<file path="config.mk">
export PLATFORM = sky130hd
export DESIGN_NAME = tcw_emitter
export DESIGN_NICKNAME = d
export VERILOG_FILES = /design/src/rtl/tcw_pkg.sv /design/src/rtl/tcw_emitter.sv
export SDC_FILE = /design/constraint.sdc
export NUM_CORES = 1
export LEC_CHECK = 0
export ABC_CLOCK_PERIOD_IN_PS = 1800
export BUFFER_PORTS_ARGS = -buffer_cell sky130_fd_sc_hd__buf_2
export CAP_MARGIN = 20
export CORE_UTILIZATION = 47
export CTS_BUF_LIST = sky130_fd_sc_hd__clkbuf_4 sky130_fd_sc_hd__clkbuf_8
export CTS_CLUSTER_DIAMETER = 60
export DETAILED_ROUTE_END_ITERATION = 12
export PLACE_DENSITY = 0.82
export SLEW_MARGIN = 20
export SYNTH_ARGS = -nofsm -noshare
export SYNTH_HDL_FRONTEND = slang
export SYNTH_SLANG_ARGS = --single-unit
export TNS_END_PERCENT = 5
</file>
<file path="constraint.sdc">
create_clock -name clk -period 1.8 [get_ports clk]
set_input_delay 0.27 -clock clk [delete_from_list [all_inputs] [get_ports clk]]
set_output_delay 0.27 -clock clk [all_outputs]
set_load 0.01 [all_outputs]
</file>
<file path="src/rtl/tcw_pkg.sv">
// Shared constants, codes and the result descriptor for the text console char writer.
package tcw_pkg;

  // Default geometry
  localparam int TCW_COLUMNS   = 80;
  localparam int TCW_ROW_COUNT = 25;
  localparam int TCW_TAB_WIDTH = 8;

  // Fixed field widths
  localparam int ACTION_W = 2;
  localparam int BYTE_W   = 8;
  localparam int IN_ADDR_W = 11;
  localparam int POS_W    = 11;
  localparam int CELL_W   = 16;
  localparam int CNT_W    = 4;

  // Actions
  localparam logic [ACTION_W-1:0] ACT_PUT   = 2'd0;
  localparam logic [ACTION_W-1:0] ACT_READ  = 2'd1;
  localparam logic [ACTION_W-1:0] ACT_CLEAR = 2'd2;

  // Character codes
  localparam logic [BYTE_W-1:0] CH_TAB   = 8'h09;
  localparam logic [BYTE_W-1:0] CH_LF    = 8'h0a;
  localparam logic [BYTE_W-1:0] CH_CR    = 8'h0d;
  localparam logic [BYTE_W-1:0] CH_SPACE = 8'h20;
  localparam logic [BYTE_W-1:0] CH_DEL   = 8'h7f;

  // Blank cell: grey on black space
  localparam logic [CELL_W-1:0] BLANK_CELL = 16'h0720;

  // One finished item, handed from the engine to the result stage
  typedef struct packed {
    logic              serial;
    logic [BYTE_W-1:0] byte0;
    logic [BYTE_W-1:0] rest;
    logic [CNT_W-1:0]  cnt;
    logic [POS_W-1:0]  pos;
    logic [CELL_W-1:0] cell_word;
  } desc_t;

endpackage

</file>
<file path="src/rtl/tcw_emitter.sv">
// Result output register: expands one finished item into its serial byte transfers.
module tcw_emitter
  import tcw_pkg::*;
(
  input  logic              clk,
  input  logic              rst,
  input  logic              desc_load,
  input  desc_t             desc,
  output logic              emit_free,
  output logic              result_valid,
  input  logic              result_ready,
  output logic              serial_valid,
  output logic [BYTE_W-1:0] serial_byte,
  output logic [POS_W-1:0]  cursor_position,
  output logic [CELL_W-1:0] cell_data,
  output logic              last
);

  logic [CNT_W-1:0]  left;
  logic [BYTE_W-1:0] rest;
  logic              xfer;

  assign xfer      = result_valid && result_ready;
  assign emit_free = !result_valid;

  always_ff @(posedge clk) begin
    if (rst) begin
      result_valid <= 1'b0;
    end else if (desc_load) begin
      result_valid <= 1'b1;
    end else if (xfer && (left == '0)) begin
      result_valid <= 1'b0;
    end
  end

  always_ff @(posedge clk) begin
    if (desc_load) begin
      serial_valid    <= desc.serial;
      serial_byte     <= desc.byte0;
      rest            <= desc.rest;
      left            <= desc.cnt - CNT_W'(1);
      last            <= (desc.cnt == CNT_W'(1));
      cursor_position <= desc.pos;
      cell_data       <= desc.cell_word;
    end else if (xfer && (left != '0)) begin
      serial_byte <= rest;
      left        <= left - CNT_W'(1);
      last        <= (left == CNT_W'(1));
    end
  end

endmodule

</file>
==> results.yml, run 1 <==
die:
  ioPinCount: 91
  die-area_sq_mm: 0.00416
  die-width_um: 64.5
  fp-row-count: 22
  core_sq_mm: 0.00372
  fp.dieH_um: 64.5
  start_util_pct: 49.4
finish:
  layout-drive-gt1-share_pct: 60.4
  areaGrowthSynthToFinish_pct: 34.2
  diodes: 0
  fin_nets: 242
  n_fill_cell: 264
  final_cells: 235
grt:
  grt_pass1_vias: 1177
  grt-ovfl-total: 0
  met1_usage_pct: 17.5
  use_met3_pct: 8.10
  antenna_found_initial: 0
  grt.met2_usage_pct: 29.6
  grt_util_all_layers_pct: 16.9
  top_usage_layer: "met2"
  grt_max_degree: 34
  grt_pass1_wl_mm: 5.06
timing:
  drv_slew: 0
  skew_ps: 3.56
  worst_pin_slew_ps: 331
  fin_crit_ps: 1480
  finalHoldViolCount: 0
  slew-limit-headroom_pct: 77.9
  fmax_ghz: 0.677
  rsz0062_at_grt: "no"
  setup_viol: 0
  tns_ps: 0
  timing.final.crit_share_pct: 82.1
critical_path:
  cp_max_fo: 13
  endpoint_kind: "register"
  crit_type: "register to register"
  ff2ff_path_depth: 4
  r2r_slack_ps: 320
  r2r_end: "left[0]"
  crit_required_ps: 1760
  arrival_ps: 1440
  worst_setup_path_start_kind: "register"
  r2r-start: "left[0]"
clocking:
  cts_tree: "built"
  cts_num_sinks: 50
  clk_latency_ps: 290
  cts_resized: 0
  cts_buffer_depth: 2
  cts-htree-levels: 2
  clk_pin_slew_ps: 80
  ctsHoldBuffers: 0
  clockRootBuffer: "clkbuf_8"
  cts_buffers: 5
  post-cts-setup-buffer-count: 0
routing:
  ant_nets: 0
  wl_per_cell_um: 13.5
  drt_iter0_markers: 42
  drcViolationCount: 0
  firstDrtPassIters: 4
  routed_via_density: 4.63
  via_count: 1089
  finalWirelength_mm: 3.17
placed_design:
  dp_cells: 227
  place_hpwl_mm: 2.53
  portBuffers: 90
  place.gp.congestion: 0.737
yosys:
  avgSynthCellArea_sq_um: 20.9
  ys.flop_type: "edfxtp_1"
  ys_types: 19
  async_flop_share_pct: 0
  netlist_area_sq_mm: 0.00184
  synth.most_common_cell: "edfxtp_1"
  ys_ff_latch: 50
  synth_nets: 144
  yosys.area.top_type_share_pct: 80.2
  yosysTopAreaCell: "edfxtp_1"
  synth-edff-count: 49
  synthTopCellsByArea: "edfxtp_1 80%, mux2_2 3.7%, ha_1 2.7%"
  yosysWarnings: 0
  syn_inst: 88
  synthTopCellsByCount: "49 x edfxtp_1, 6 x mux2_2, 5 x inv_1"
  ys_seq_area_share_pct: 81.3
min_path:
  hp-class: "primary input to register"
  min_from: "desc[14]"
  hold_end: "cell_data[14]"
  hold_path_depth: 1
status:
  status: "complete, no violations"
power_and_ir_drop:
  powerDensity_mw_per_mm2: 1000
  p_leak_uw: 0.00106
  ir_drop_mv: 0.695
job:
  drv_cap: 0
==> metal layers <==
metal	part of all wire [%]	up-vias	wire length [um]
met1	37	491	1160
li1	-	528	-
met4	0.66	0	21
met5	0	-	0
met3	11	2	363
met2	51	68	1630
==> area by class of cell <==
class                   instances  area [sq um]  area share (%)
inverters                       5          18.8           0.762
well taps                      48          60.1            2.44
clock buffers                   6          76.3            3.10
repair buffers                 93           485            19.7
multi-input cells              31           294            11.9
flip-flops and latches         50          1490            60.5
clock inverters                 2          37.5            1.52
==> report_power, final <==
group | leakage, uW | switching, uW | internal, uW
logic | 0.000520 | 143 | 138
registers | 0.000490 | 33.5 | 1390
clock network | 0.0000548 | 328 | 429
total | 0.00106 | 504 | 1960
==> kinds of logic (layout without fill, tap and decap cells) <==
group                      after synthesis  after routing  share of synthesized area (%)
DFF                                     50             50                           81.3
muxes                                   11             11                           6.95
and+or+nand+nor                          7              7                           2.52
buffers and inverters                    7            106                           2.73
AOI/OAI and AO/OA                        5              5                           1.91
adders and majority gates                4              4                           2.73
xor gates and xnor gates                 4              4                           1.91
==> metrics by stage <==
| stage | util [%] | area (sq um) | hold WS (ps) | power [uW] | setup slack [ps] |
|---|---|---|---|---|---|
| floorplan | - | 1840 | 369 | 1580 | 459 |
| global placement | 63.2 | 2350 | 447 | 1720 | 396 |
| detailed placement | 63.2 | 2350 | 448 | 1740 | 329 |
| CTS | 66.3 | 2460 | 137 | 2500 | 319 |
| global route | 66.3 | 2460 | 131 | 2570 | 254 |
| finish | 66.3 | 2460 | 151 | 2470 | 322 |
==> placed cells by master (no fill, tap or decap), types with 2 or more instances in the layout <==
| cell | n |
|---|---|
| nand2_1 | 3 |
| inv_1 | 5 |
| edfxtp_1 | 49 |
| mux2i_1 | 3 |
| buf_2 | 90 |
| ha_1 | 4 |
| mux2_4 | 2 |
| o21ai_0 | 2 |
| xnor2_1 | 3 |
| nor3_2 | 2 |
| mux2_2 | 6 |
| clkbuf_8 | 5 |
| buf_4 | 2 |
==> sequential cells by signal, summed over array words and instances (netlist names) <==
name and count:
result_valid 1, last 1, left 4, cell_data 16, cursor_position 11, serial_byte 8
rest 8, serial_valid 1
==> worst max-delay path: stages (launching register included) <==
cell,delay (ps)
edfxtp_1,420
inv_1,60
ha_1,240
nand2_1,70
a31o_2,360
==> how the worst max path moves through the flow <==
stage | startpoint | endpoint | slack, ps | depth (start not counted)
detailed placement | left[0] | serial_byte[7] | 330 | 4
CTS | left[0] | serial_byte[6] | 320 | 4
global placement | left[0] | serial_byte[1] | 400 | 4
finish | left[0] | left[0] | 320 | 4
global route | left[0] | serial_byte[6] | 250 | 4
floorplan | left[0] | last | 460 | 4
Note: power is estimated with default switching activity, not from simulation.
==> inputs of run 2 (changes only) <==
ABC_AREA = 1   (was default)
ABC_CLOCK_PERIOD_IN_PS = 1300   (was 1800)
CORE_UTILIZATION = 42   (was 47)
PLACE_DENSITY = 0.77   (was 0.82)
clock period = 1.3 ns   (was 1.8 ns; I/O delays follow)
==> results.yml, run 2 <==
status:
  status: "finished, violations left"
  violations: "setup timing"
clocking:
  cts_tree: "built"
  cts_num_sinks: 50
  cts_buffer_depth: 2
  cts-htree-levels: 2
  ctsHoldBuffers: 0
  clk_latency_ps: 290
  clk_pin_slew_ps: 80
  clockRootBuffer: "clkbuf_8"
  cts_buffers: 5
placed_design:
  place.gp.congestion: 0.777
  place_hpwl_mm: 2.63
  portBuffers: 90
critical_path:
  r2r_slack_ps: -20
  r2r_end: "serial_byte[2]"
  worst_setup_path_start_kind: "register"
  cp_max_fo: 13
  critPathLaunch: "left[1]"
  crit_type: "register to register"
  endpoint: "serial_byte[2]"
  endpoint_kind: "register"
  arrival_ps: 1330
  crit_required_ps: 1310
  r2r-start: "left[1]"
  ff2ff_path_depth: 6
yosys:
  synthTopCellsByCount: "49 x edfxtp_1, 35 x nand2_1, 9 x inv_1"
  syn_inst: 119
  synth-edff-count: 49
  synth_nets: 175
  ys_ff_latch: 50
  synthTopCellsByArea: "edfxtp_1 80%, nand2_1 7.2%, ha_1 2.7%"
  yosysTopAreaCell: "edfxtp_1"
  netlist_area_sq_mm: 0.00183
  ys_seq_area_share_pct: 81.5
  avgSynthCellArea_sq_um: 15.4
  ys.flop_type: "edfxtp_1"
  ys_types: 16
  async_flop_share_pct: 0
  yosys.area.top_type_share_pct: 80.4
  synth.most_common_cell: "edfxtp_1"
  yosysWarnings: 0
finish:
  areaGrowthSynthToFinish_pct: 37.9
  largest-register: "cell_data"
  layout_common_cells: "90 x buf_2, 49 x edfxtp_1, 35 x nand2_1, 8 x buf_4, 7 x nand3_1"
  fin_util_pct: 61.8
  n_fill_cell: 324
  regArea_sq_mm: 0.00149
  layout-drive-gt1-share_pct: 51.1
  fin_nets: 279
  diodes: 0
  multiInputGateArea_sq_um: 318
  final_common_cell: "buf_2"
  largest_reg_flops: 16
  top_regs: "cell_data: 16 flops, cursor_position: 11 flops"
grt:
  grt_util_all_layers_pct: 15.9
  grt_pass1_wl_mm: 5.16
  grt_max_degree: 29
  grt-ovfl-total: 0
  antenna_found_initial: 0
  grt_pass1_vias: 1281
timing:
  skew_ps: 1.41
  worst_pin_slew_ps: 321
  timing.final.crit_share_pct: 101
  drv_slew: 0
  slew-limit-headroom_pct: 78.6
  rsz0062_at_grt: "yes"
  fmax_ghz: 0.759
  setup_viol: 13
  setup_ws_ps: -18.0
  finalHoldViolCount: 0
  fin_crit_ps: 1320
  holdWs_ps: 52.1
power_and_ir_drop:
  p_leak_uw: 0.00114
  powerDensity_mw_per_mm2: 1290
  power_frac_comb_pct: 13.3
  pwr-share-seq_pct: 60.6
  clkPwrFrac_pct: 26.1
  p_int_uw: 2520
  swShare_pct: 22.6
  power.switching_uw: 734
  ir_drop_mv: 0.900
routing:
  firstDrtPassIters: 4
  drcViolationCount: 0
  ant_nets: 0
  finalWirelength_mm: 3.39
  drt_iter0_markers: 46
  wl_per_cell_um: 12.4
  via_count: 1252
  routed_via_density: 4.59
die:
  fp-row-count: 23
  die-width_um: 68.0
  start_util_pct: 44.8
  ioPinCount: 91
  fp.dieH_um: 68.0
  core_sq_mm: 0.00409
  die-area_sq_mm: 0.00463
job:
  drv_cap: 0
min_path:
  hp-class: "primary input to register"
-- run 2: changes by cell type after synthesis, moves of 2 or more --
cell / before / now
mux2_2: 6 / 0
inv_1: 5 / 9
xnor2_1: 3 / 1
mux2_4: 2 / 0
mux2i_1: 3 / 1
nand2_1: 3 / 35
nor2_1: 1 / 3
nand3_1: 0 / 7
nor3_2: 2 / 0
-- run 2: cell families after synthesis --
group | synth area share, %
flops | 81.5
simple gates | 9.98
buf+inv | 3.08
compound gates | 1.71
fa+ha+maj | 2.73
xor+xnor | 0.479
mux | 0.547
-- run 2: cell type report --
cell class	count	area share (%)
Tap cell	50	2.48
Sequential cell	50	59.1
Inverter	10	1.49
Clock buffer	6	3.02
Multi-Input combinational cell	57	12.6
Timing Repair Buffer	99	21.0
Clock inverter	1	0.297
-- run 2: worst min path at each step --
stage,cells after the start,endpoint,slack (ps),from
final,2,result_valid,50,rst
after global routing,2,result_valid,40,rst
after CTS,2,result_valid,40,rst
after detailed placement,2,result_valid,360,rst
after global placement,2,result_valid,360,rst
after floorplan,1,result_valid,260,rst
-- run 2: power groups by stage --
| stage | Clock (uW) | Sequential (uW) | Combinational, uW |
|---|---|---|---|
| 4_1_cts | 877 | 1970 | 435 |
| 5_1_grt | 934 | 1990 | 485 |
| 3_3_place_gp | 0 | 2000 | 415 |
| 6_report | 850 | 1970 | 433 |
| 3_5_place_dp | 0 | 2010 | 430 |
| 2_1_floorplan | 0 | 2060 | 117 |
-- run 2: repair_timing --
item | CTS | global route
buffers inserted | 0 | 1
resized for setup | 2 | 0
hold endpoints to repair | 0 | 0
setup endpoints to repair | 13 | 14
-- run 2: worst max-delay path, stage by stage, from the launching register on --
cell and delay [ps]:
edfxtp_1 370, inv_2 60, ha_4 160, inv_2 70
nor3_4 40, o21ai_4 180, buf_12 160
-- run 2: metal layers --
metal / part of all wire (%) / vias to the layer above / GRT usage [%]
met5: 0 / - / 0
met4: 1.0 / 0 / 6.25
met2: 51 / 71 / 29.3
li1: - / 618 / -
met3: 11 / 4 / 7.33
met1: 37 / 559 / 14.9
-- run 2: through the flow --
step / std cells / area (sq um) / setup slack, ps / total power (uW) / setup TNS (ps)
after floorplan: 119 / 1860 / -26.6 / 2180 / -346
after global placement: 265 / 2430 / -18.6 / 2410 / -238
after detailed placement: 265 / 2430 / -83.7 / 2440 / -1080
after CTS: 272 / 2520 / -25.2 / 3280 / -323
after global routing: 273 / 2520 / -77.3 / 3410 / -998
final: 273 / 2520 / -18.0 / 3250 / -220
==> inputs of run 3 (changes only) <==
ABC_AREA = default   (was 1)
==> results.yml, run 3 (synthesis results as in run 1) <==
status:
  status: "complete, no violations"
power_and_ir_drop:
  clkPwrFrac_pct: 25.5
  total_power_uw: 3270
  power_frac_comb_pct: 14.0
  power.switching_uw: 743
  powerDensity_mw_per_mm2: 1290
  ir_drop_mv: 0.822
  pwr-share-seq_pct: 60.5
  p_int_uw: 2530
  swShare_pct: 22.7
  p_leak_uw: 0.00110
min_path:
  min_from: "desc[32]"
  hold_path_depth: 1
  hp-class: "primary input to register"
critical_path:
  worst_setup_path_start_kind: "register"
  endpoint_kind: "register"
  cp_max_fo: 7
  critPathLaunch: "left[2]"
  arrival_ps: 1330
  r2r-start: "left[2]"
  crit_required_ps: 1350
  crit_type: "register to register"
  ff2ff_path_depth: 3
finish:
  n_fill_cell: 322
  layout_common_cells: "90 x buf_2, 49 x edfxtp_1, 8 x buf_4, 6 x mux2_2, 5 x clkbuf_8"
  largest-register: "cell_data"
  final_cells: 244
  fin_util_pct: 62.1
  fin_nets: 249
  final_common_cell: "buf_2"
  diodes: 0
  largest_reg_flops: 16
  areaGrowthSynthToFinish_pct: 38.2
  layout-drive-gt1-share_pct: 63.4
  top_regs: "cell_data: 16 flops, cursor_position: 11 flops"
clocking:
  cts_num_sinks: 50
  clk_pin_slew_ps: 80
  clockRootBuffer: "clkbuf_8"
  cts_buffers: 5
  cts_buffer_depth: 2
  clk_latency_ps: 290
  cts-htree-levels: 2
  cts_tree: "built"
die:
  fp-row-count: 23
  fp.dieH_um: 68.1
  start_util_pct: 44.9
  die-width_um: 68.1
  die-area_sq_mm: 0.00464
  ioPinCount: 91
  core_sq_mm: 0.00409
timing:
  timing.final.crit_share_pct: 98.5
  skew_ps: 5.52
  drv_slew: 0
  finalHoldViolCount: 0
  holdWs_ps: 71.4
  setup_viol: 0
  worst_pin_slew_ps: 224
  fin_crit_ps: 1280
  fmax_ghz: 0.781
  slew-limit-headroom_pct: 85.1
  tns_ps: 0
routing:
  drt_iter0_markers: 41
  wl_per_cell_um: 14.7
  drcViolationCount: 0
  finalWirelength_mm: 3.58
  ant_nets: 0
  firstDrtPassIters: 4
  via_count: 1160
  routed_via_density: 4.75
placed_design:
  portBuffers: 90
  place_hpwl_mm: 2.64
  dp_cells: 233
  place.gp.congestion: 0.728
grt:
  grt_util_all_layers_pct: 15.7
  antenna_found_initial: 0
  grt_max_degree: 30
  grt-ovfl-total: 0
  grt_pass1_vias: 1161
  grt_pass1_wl_mm: 5.02
job:
  drv_cap: 0
-- run 3: metal layers --
layer / GRT usage [%] / vias to the layer above / part of all wire [%]
met5: 0 / - / 0
li1: - / 546 / -
met4: 7.03 / 0 / 2.8
met2: 27.3 / 74 / 51
met1: 16.2 / 532 / 36
met3: 7.00 / 8 / 11
-- run 3: cell type report --
class	count	area, sq um	share of cell area [%]
Clock buffer	5	68.8	2.71
Sequential cell	50	1490	58.8
Inverter	5	18.8	0.740
Multi-Input combinational cell	32	348	13.7
Tap cell	50	62.6	2.47
Clock inverter	3	16.3	0.641
Timing Repair Buffer	99	531	20.9
-- run 3: path summary, 6_finish.rpt --
kind / end / slack [ps]
max: left[1] / 20
max reg2reg: left[1] / 20
min: rest[1] / 70
min reg2reg: serial_byte[5] / 560
-- run 3: power by group through the flow --
stage,Sequential [uW],Combinational [uW],Clock (uW)
6_report,1980,458,836
5_1_grt,1990,496,918
4_1_cts,1980,421,865
3_5_place_dp,2010,420,0
3_3_place_gp,2000,402,0
2_1_floorplan,2060,120,0
-- run 3: through the flow --
step	instance area, sq um	setup slack [ps]
finish	2540	19.6
floorplan	1840	10.2
global route	2540	-29.0
global placement	2390	50.7
CTS	2480	-12.0
detailed placement	2390	-13.8
-- run 3: worst max-delay path: stages, from the launching register on --
cell,delay (ps)
edfxtp_1,490
nor2_4,190
nand2_4,80
a31o_4,280
-- run 3: repair_timing --
action	CTS	global route
setup endpoints to repair	13	14
cloned	0	1
buffers inserted	0	2
gates resized for setup	1	7
hold buffers	0	0
pin swaps	1	2
